[src/rtl/uart_sci_pkg.sv]
// Shared types, codes and constants for the serial communications interface.
package uart_sci_pkg;

    // Item operation codes.
    localparam logic [2:0] OP_TICK        = 3'd0;
    localparam logic [2:0] OP_RX_FRAME    = 3'd1;
    localparam logic [2:0] OP_WRITE_DATA  = 3'd2;
    localparam logic [2:0] OP_READ_DATA   = 3'd3;
    localparam logic [2:0] OP_READ_STATUS = 3'd4;

    // Configuration register indexes.
    localparam logic [2:0] REG_NINE_BIT   = 3'd0;
    localparam logic [2:0] REG_TX_BIT8    = 3'd1;
    localparam logic [2:0] REG_TX_ENABLE  = 3'd2;
    localparam logic [2:0] REG_RX_ENABLE  = 3'd3;
    localparam logic [2:0] REG_IRQ_MASK   = 3'd4;
    localparam logic [2:0] REG_PRESCALE   = 3'd5;
    localparam logic [2:0] REG_RATE       = 3'd6;

    // Interrupt enable mask bits.
    localparam int IRQ_TX_EMPTY_BIT = 2;
    localparam int IRQ_TX_DONE_BIT  = 1;
    localparam int IRQ_RX_BIT       = 0;

    // Field widths.
    localparam int OP_W      = 3;
    localparam int DATA_W    = 9;
    localparam int TICK_W    = 16;
    localparam int BYTE_W    = 8;
    localparam int CFG_IDX_W = 3;
    localparam int CFG_DAT_W = 3;

    // The longest frame length fits in 19 bits.
    localparam int CYCLE_W = 19;
    localparam int BASE_W  = 8;

    // Bit times per frame times the prescaler, indexed by {nine_bit, prescale}.
    localparam logic [BASE_W-1:0] FRAME_BASE [8] = '{
        8'd10, 8'd30, 8'd40, 8'd130,
        8'd11, 8'd33, 8'd44, 8'd143
    };

    typedef struct packed {
        logic       nine_bit_mode;
        logic       tx_bit8;
        logic       tx_enable;
        logic       rx_enable;
        logic [2:0] irq_enable_mask;
        logic [1:0] prescale_select;
        logic [2:0] rate_select;
    } t_cfg;

    typedef struct packed {
        logic [OP_W-1:0]   op;
        logic [DATA_W-1:0] data;
        logic [TICK_W-1:0] tick_cycles;
    } t_item;

    typedef struct packed {
        logic [BYTE_W-1:0] read_value;
        logic              rx_bit8;
        logic              irq;
        logic              tx_valid;
        logic [DATA_W-1:0] tx_word;
    } t_result;

    typedef struct packed {
        logic frame_busy;
        logic cycles_zero;
    } t_core_status;

    // Frame length in bus cycles, from the frame base and the rate select.
    function automatic logic [CYCLE_W-1:0] frame_length(input logic       nine_bit,
                                                        input logic [1:0] prescale,
                                                        input logic [2:0] rate);
        logic [CYCLE_W-1:0] base;
        base = CYCLE_W'(FRAME_BASE[{nine_bit, prescale}]);
        return (base << 4) << rate;
    endfunction

endpackage

[src/rtl/uart_sci_cfg.sv]
// Configuration register file of the serial communications interface.
module uart_sci_cfg (
    input  logic                                 i_clk,
    input  logic                                 i_rst_n,
    input  logic                                 i_cfg_we,
    input  logic [uart_sci_pkg::CFG_IDX_W-1:0]   i_cfg_index,
    input  logic [uart_sci_pkg::CFG_DAT_W-1:0]   i_cfg_data,
    output uart_sci_pkg::t_cfg                   o_cfg
);
    import uart_sci_pkg::*;

    t_cfg r_cfg;

    // Registers are written by index; an index past the last one is ignored.
    always_ff @(posedge i_clk) begin
        if (!i_rst_n) begin
            r_cfg <= '0;
        end else if (i_cfg_we) begin
            unique case (i_cfg_index)
                REG_NINE_BIT:  r_cfg.nine_bit_mode   <= i_cfg_data[0];
                REG_TX_BIT8:   r_cfg.tx_bit8         <= i_cfg_data[0];
                REG_TX_ENABLE: r_cfg.tx_enable       <= i_cfg_data[0];
                REG_RX_ENABLE: r_cfg.rx_enable       <= i_cfg_data[0];
                REG_IRQ_MASK:  r_cfg.irq_enable_mask <= i_cfg_data[2:0];
                REG_PRESCALE:  r_cfg.prescale_select <= i_cfg_data[1:0];
                REG_RATE:      r_cfg.rate_select     <= i_cfg_data[2:0];
                default: ;
            endcase
        end
    end

    assign o_cfg = r_cfg;

endmodule

[src/rtl/uart_sci_core.sv]
// Status flags, buffers and frame timer with the per-item update logic.
module uart_sci_core (
    input  logic                        i_clk,
    input  logic                        i_rst_n,
    input  logic                        i_fire,
    input  uart_sci_pkg::t_item         i_item,
    input  uart_sci_pkg::t_cfg          i_cfg,
    output uart_sci_pkg::t_result       o_result,
    output uart_sci_pkg::t_core_status  o_status
);
    import uart_sci_pkg::*;

    logic               r_tx_empty, n_tx_empty;
    logic               r_tx_done, n_tx_done;
    logic               r_rx_full, n_rx_full;
    logic               r_overrun, n_overrun;
    logic               r_status_read, n_status_read;
    logic [BYTE_W-1:0]  r_rx_byte, n_rx_byte;
    logic               r_rx_ninth, n_rx_ninth;
    logic [BYTE_W-1:0]  r_tx_buffer, n_tx_buffer;
    logic               r_busy, n_busy;
    logic [DATA_W-1:0]  r_frame_word, n_frame_word;
    logic [CYCLE_W-1:0] r_cycles_left, n_cycles_left;

    t_result            result;
    logic               try_load;

    // Next state and result for the item in the input register.
    always_comb begin
        n_tx_empty    = r_tx_empty;
        n_tx_done     = r_tx_done;
        n_rx_full     = r_rx_full;
        n_overrun     = r_overrun;
        n_status_read = r_status_read;
        n_rx_byte     = r_rx_byte;
        n_rx_ninth    = r_rx_ninth;
        n_tx_buffer   = r_tx_buffer;
        n_busy        = r_busy;
        n_frame_word  = r_frame_word;
        n_cycles_left = r_cycles_left;
        result        = '0;
        try_load      = 1'b0;

        unique case (i_item.op)
            OP_TICK: begin
                if (r_busy) begin
                    if (r_cycles_left > CYCLE_W'(i_item.tick_cycles)) begin
                        n_cycles_left = r_cycles_left - CYCLE_W'(i_item.tick_cycles);
                    end else begin
                        result.tx_valid = 1'b1;
                        result.tx_word  = r_frame_word;
                        n_busy          = 1'b0;
                        n_cycles_left   = '0;
                        if (r_tx_empty) begin
                            n_tx_done  = 1'b1;
                            result.irq = i_cfg.irq_enable_mask[IRQ_TX_DONE_BIT];
                        end
                        try_load = 1'b1;
                    end
                end
            end
            OP_RX_FRAME: begin
                if (i_cfg.rx_enable) begin
                    if (!r_rx_full) begin
                        n_rx_byte  = i_item.data[BYTE_W-1:0];
                        n_rx_ninth = i_cfg.nine_bit_mode & i_item.data[DATA_W-1];
                        n_rx_full  = 1'b1;
                    end else begin
                        n_overrun = 1'b1;
                    end
                    result.irq = i_cfg.irq_enable_mask[IRQ_RX_BIT];
                end
            end
            OP_WRITE_DATA: begin
                if (i_cfg.tx_enable) begin
                    n_tx_buffer = i_item.data[BYTE_W-1:0];
                    if (r_status_read) begin
                        n_tx_empty    = 1'b0;
                        n_tx_done     = 1'b0;
                        n_status_read = 1'b0;
                    end
                    try_load = 1'b1;
                end
            end
            OP_READ_DATA: begin
                n_rx_full         = 1'b0;
                n_overrun         = 1'b0;
                result.read_value = r_rx_byte;
            end
            OP_READ_STATUS: begin
                n_status_read     = 1'b1;
                result.read_value = {r_tx_empty, r_tx_done, r_rx_full, 1'b0,
                                     r_overrun, 3'b000};
            end
            default: ;
        endcase

        // Move a pending buffer into the shifter when the shifter is free.
        if (try_load && !n_tx_empty && !n_busy) begin
            n_frame_word  = {i_cfg.nine_bit_mode & i_cfg.tx_bit8, n_tx_buffer};
            n_cycles_left = frame_length(i_cfg.nine_bit_mode, i_cfg.prescale_select,
                                         i_cfg.rate_select);
            n_busy        = 1'b1;
            n_tx_empty    = 1'b1;
            if (i_cfg.irq_enable_mask[IRQ_TX_EMPTY_BIT]) begin
                result.irq = 1'b1;
            end
        end

        result.rx_bit8 = n_rx_ninth;
    end

    // State registers advance once per processed item.
    always_ff @(posedge i_clk) begin
        if (!i_rst_n) begin
            r_tx_empty    <= 1'b1;
            r_tx_done     <= 1'b1;
            r_rx_full     <= 1'b0;
            r_overrun     <= 1'b0;
            r_status_read <= 1'b0;
            r_rx_byte     <= '0;
            r_rx_ninth    <= 1'b0;
            r_tx_buffer   <= '0;
            r_busy        <= 1'b0;
            r_frame_word  <= '0;
            r_cycles_left <= '0;
        end else if (i_fire) begin
            r_tx_empty    <= n_tx_empty;
            r_tx_done     <= n_tx_done;
            r_rx_full     <= n_rx_full;
            r_overrun     <= n_overrun;
            r_status_read <= n_status_read;
            r_rx_byte     <= n_rx_byte;
            r_rx_ninth    <= n_rx_ninth;
            r_tx_buffer   <= n_tx_buffer;
            r_busy        <= n_busy;
            r_frame_word  <= n_frame_word;
            r_cycles_left <= n_cycles_left;
        end
    end

    assign o_result             = result;
    assign o_status.frame_busy  = r_busy;
    assign o_status.cycles_zero = (r_cycles_left == '0);

endmodule

[src/rtl/uart_sci_transceiver_top.sv]
// Top level of the serial communications interface: item registers and core.
//
//   Channel   Handshake               Payload
//   input     i_valid / o_ready       i_op, i_data, i_tick_cycles
//   result    o_valid / i_ready       o_read_value, o_rx_bit8, o_irq, o_tx_valid, o_tx_word
//   config    i_cfg_we                i_cfg_index, i_cfg_data
//
// One item per cycle is sustained; every item gives exactly one result.
// An accepted item is held in the input register, is processed by the flag and
// frame-timer logic, and its result is captured in the result register.
// While the result register is stalled the input register holds and o_ready
// drops once both are full. Reset is synchronous and active low; it restores
// the flags, clears the frame timer and zeroes the configuration.
module uart_sci_transceiver_top (
    input  logic                                 i_clk,
    input  logic                                 i_rst_n,
    input  logic                                 i_valid,
    output logic                                 o_ready,
    input  logic [uart_sci_pkg::OP_W-1:0]        i_op,
    input  logic [uart_sci_pkg::DATA_W-1:0]      i_data,
    input  logic [uart_sci_pkg::TICK_W-1:0]      i_tick_cycles,
    output logic                                 o_valid,
    input  logic                                 i_ready,
    output logic [uart_sci_pkg::BYTE_W-1:0]      o_read_value,
    output logic                                 o_rx_bit8,
    output logic                                 o_irq,
    output logic                                 o_tx_valid,
    output logic [uart_sci_pkg::DATA_W-1:0]      o_tx_word,
    input  logic                                 i_cfg_we,
    input  logic [uart_sci_pkg::CFG_IDX_W-1:0]   i_cfg_index,
    input  logic [uart_sci_pkg::CFG_DAT_W-1:0]   i_cfg_data
);
    import uart_sci_pkg::*;

    logic         r_in_valid;
    t_item        r_in;
    logic         r_out_valid;
    t_result      r_out;
    logic         fire;
    t_cfg         cfg;
    t_result      core_result;
    t_core_status core_status;

    // The held item is processed whenever the result register can take it.
    assign fire    = r_in_valid && (!r_out_valid || i_ready);
    assign o_ready = !r_in_valid || fire;

    // Input register.
    always_ff @(posedge i_clk) begin
        if (!i_rst_n) begin
            r_in_valid <= 1'b0;
        end else if (o_ready) begin
            r_in_valid <= i_valid;
        end
    end

    always_ff @(posedge i_clk) begin
        if (o_ready && i_valid) begin
            r_in <= '{op: i_op, data: i_data, tick_cycles: i_tick_cycles};
        end
    end

    // Result register.
    always_ff @(posedge i_clk) begin
        if (!i_rst_n) begin
            r_out_valid <= 1'b0;
        end else if (fire) begin
            r_out_valid <= 1'b1;
        end else if (i_ready) begin
            r_out_valid <= 1'b0;
        end
    end

    always_ff @(posedge i_clk) begin
        if (fire) begin
            r_out <= core_result;
        end
    end

    uart_sci_cfg u_cfg (
        .i_clk       (i_clk),
        .i_rst_n     (i_rst_n),
        .i_cfg_we    (i_cfg_we),
        .i_cfg_index (i_cfg_index),
        .i_cfg_data  (i_cfg_data),
        .o_cfg       (cfg)
    );

    uart_sci_core u_core (
        .i_clk    (i_clk),
        .i_rst_n  (i_rst_n),
        .i_fire   (fire),
        .i_item   (r_in),
        .i_cfg    (cfg),
        .o_result (core_result),
        .o_status (core_status)
    );

    assign o_valid      = r_out_valid;
    assign o_read_value = r_out.read_value;
    assign o_rx_bit8    = r_out.rx_bit8;
    assign o_irq        = r_out.irq;
    assign o_tx_valid   = r_out.tx_valid;
    assign o_tx_word    = r_out.tx_word;

`ifndef SYNTH
    // A frame in flight always has cycles left, and an idle timer is cleared.
    a_timer_consistent: assert property (@(posedge i_clk) disable iff (!i_rst_n)
        core_status.frame_busy != core_status.cycles_zero)
        else $error("frame timer disagrees with busy flag");

    // A blocked item stays in the input register unchanged.
    a_in_hold: assert property (@(posedge i_clk) disable iff (!i_rst_n)
        r_in_valid && !fire |=> r_in_valid && $stable(r_in))
        else $error("input register lost a blocked item");

    // A finished frame is reported only when a frame was in flight.
    a_tx_from_busy: assert property (@(posedge i_clk) disable iff (!i_rst_n)
        fire && core_result.tx_valid |-> core_status.frame_busy)
        else $error("frame end reported with no frame in flight");
`endif

endmodule

[config.mk]
export PLATFORM = sky130hd
export DESIGN_NAME = uart_sci_transceiver_top
export DESIGN_NICKNAME = d
export VERILOG_FILES = /design/src/rtl/uart_sci_pkg.sv /design/src/rtl/uart_sci_cfg.sv /design/src/rtl/uart_sci_core.sv /design/src/rtl/uart_sci_transceiver_top.sv
export SDC_FILE = /design/constraint.sdc
export NUM_CORES = 1
export LEC_CHECK = 0
export BUFFER_PORTS_ARGS = -buffer_cell sky130_fd_sc_hd__clkbuf_2
export CAP_MARGIN = 20
export CORE_ASPECT_RATIO = 1.75
export CORE_MARGIN = 1.5
export CORE_UTILIZATION = 45
export DETAILED_ROUTE_END_ITERATION = 10
export SYNTH_ARGS = -nofsm -noshare
export SYNTH_HDL_FRONTEND = slang
export SYNTH_HIERARCHICAL = 1
export SYNTH_SLANG_ARGS = --single-unit
[constraint.sdc]
create_clock -name i_clk -period 3.68 [get_ports i_clk]
set_input_delay 0.368 -clock i_clk [delete_from_list [all_inputs] [get_ports i_clk]]
set_output_delay 0.368 -clock i_clk [all_outputs]
set_load 0.02 [all_outputs]
==> results by group <==
Routing
  • Via density: 5.45
  • Pre-antenna DRT Iters: 7
  • Iteration-0 DRC count of the detailed router: 202
  • Detailed-route via count: 4431
  • DRC: 0
  • Routed wire length: 13.0 mm
  • Post-DR wirelength/cell: 16.0 um
  • Routed Antenna Nets: 0

Floorplanning
  • Placement row count: 54
  • IO Pins: 61
  • Core Footprint: 0.0124 mm2
  • Die area: 0.0134 mm2
  • Initial Util: 0.460
  • Die Width: 88.2 um
  • DIE HEIGHT: 152 um

Run
  • Max-cap violations: 0

STA
  • Fin Clk Skew: 0.00950 ns
  • RSZ-0062 raised after global routing: no
  • Minimum clock period: 2.99 ns
  • # setup viols final: 0
  • Hold Fails Final Rpt: 0
  • Worst-Margin Slew: 1.02 ns
  • Worst setup margin: 0.685 ns
  • Final Max Slew Viols: 0
  • Max Clock Freq: 0.334 GHz
  • Rel. slew slack: 0.319
  • Period utilization: 0.814
  • Total Neg Setup Slack: 0 ns

Worst setup path
  • Element type at the critical path end: flip-flop
  • Max stage delay cell, worst path: o41a_1
  • Critical Path Max Stage Delay: 0.50 ns
  • Cell mode on critical path: a21oi_2
  • Critical path class: flip-flop to flip-flop
  • CP required: 4.01 ns
  • Critical-path cell list: inv_1 > ha_1 > a21o_1 > a31oi_2 > a21oi_2 > o41a_1 > a21oi_4 > a21oi_2 > or3_1 > a31oi_1
  • Worst Path Max Fanout: 13
  • CP arrival: 3.32 ns
  • CP Launch Type: flip-flop

Clock tree
  • CTS hold repair buffers: 0
  • Max Root-Sink Buffers: 2
  • Clock Latency Late Sink: 0.41 ns
  • Clock root buffer: clkbuf_16
  • CTS tree: done
  • Reg clk slew, reported paths: 0.06 ns
  • Htree depth: 4
  • Post-CTS sizing: 0
  • CTS Sinks: 113
  • Cts bufs inserted: 17
  • # Post-CTS Setup Buffers: 0

Final layout
  • Nets: 692
  • Fin util: 0.539
  • N_diodes: 0
  • Layout cells sized above 1: 0.180
  • Area growth, synth to finish: 17.2%
  • Cell area after layout: 0.00670 mm2

Synthesis
  • Synth Instances: 578
  • Synthesized area per cell: 9.89 um2
  • Yosys warnings: 6
  • Post-Syn Area: 0.00572 mm2
  • Synth Net Count: 638

Global routing
  • Initial antenna violation count: 0
  • GRT Util Overall: 0.208
  • Vias in the first global route: 4493
  • First-pass GRT wire length: 21.4 mm
  • Largest net degree at the start of global routing: 38
  • Gr ovfl total: 0

Place
  • Port bufs: 60
  • Dpl ws: 0.695 ns
  • Routability Congestion: 0.871
  • Post-DP HPWL: 9.45 mm
  • Placed Area: 0.00614 mm2

Pwr
  • Static leakage: 2.68 nW
  • VDD IR max: 0.000347 V
  • Pwr dens: 457 mW/mm2

Hold path
  • Hold Path Class: primary input to flip-flop

Status
  • Status: complete, no violations
[layout by cell type (no fill, tap or decap), types with 6 or more instances in the layout]
master and instances:
o21ai_0 33, nand4_1 7, nand2_1 58, or3_1 6, a31oi_1 10, dfxtp_1 65
xnor2_1 8, and2_1 15, nand2b_1 7, clkbuf_2 60, clkbuf_16 17, a211oi_1 11
nand3_1 6, inv_1 28, mux2i_1 35, ha_1 20, nor2_1 41, buf_4 6
nor2b_1 6, edfxtp_1 48, a21oi_1 46, a21o_1 9, nor3_1 9
[metal layers]
metal	vias to the layer above	GRT usage	routed length, um
met5	-	0	0
met4	0	0.0796	325
met3	24	0.0471	346
met2	99	0.404	7490
met1	2102	0.201	4850
li1	2206	-	-
[state kept, by name (all words and copies together), names as in the netlist, 8 cells and up]
signal,flops
o_read_value,8
r_in,28
u_cfg/o_cfg,12
o_tx_word,9
u_core/r_frame_word,9
u_core/r_cycles_left,19
u_core/r_tx_buffer,8
u_core/r_rx_byte,8
[final timing paths]
kind                            depth (start not counted)                   from                        to  slack (ns)
worst min register to register                          2  u_core/r_tx_buffer[4]     u_core/r_tx_buffer[4]        0.45
worst max-delay path                                   10                r_in[4]  u_core/r_cycles_left[18]        0.69
worst max register to register                         10                r_in[4]  u_core/r_cycles_left[18]        0.69
worst min-delay path                                    1       i_tick_cycles[1]                   r_in[1]        0.13
[through the flow]
step	cells	hold slack (ns)	total power [mW]
detailed placement	781	0.448	1.55
CTS	813	0.111	3.09
global route	813	0.109	3.16
global placement	781	0.440	1.54
finish	813	0.126	3.06
floorplan	578	0.430	1.48
[report_power, final]
part | switching, mW | total, mW | internal (mW)
registers | 0.0210 | 1.36 | 1.34
logic | 0.0996 | 0.159 | 0.0596
clock network | 0.608 | 1.54 | 0.932
[area by class of cell]
| cell class | instances | area, um2 |
|---|---|---|
| fillers | 1169 | 5730 |
| flip-flops and latches | 113 | 2740 |
| multi-input cells | 405 | 2740 |
| clock buffers | 17 | 425 |
| repair buffers | 66 | 345 |
| well taps | 168 | 210 |
| clock inverters | 15 | 133 |
| inverters | 29 | 109 |
[worst max-delay path, delay by kind of cell (launching register included)]
| family | cells | cell delay (ns) |
|---|---|---|
| AOI/OAI and AO/OA | 7 | 1.78 |
| and+or+nand+nor | 1 | 0.40 |
| adders and majority gates | 1 | 0.36 |
| DFF | 1 | 0.32 |
| buffers and inverters | 1 | 0.04 |
(Power assumes the default switching activity.)
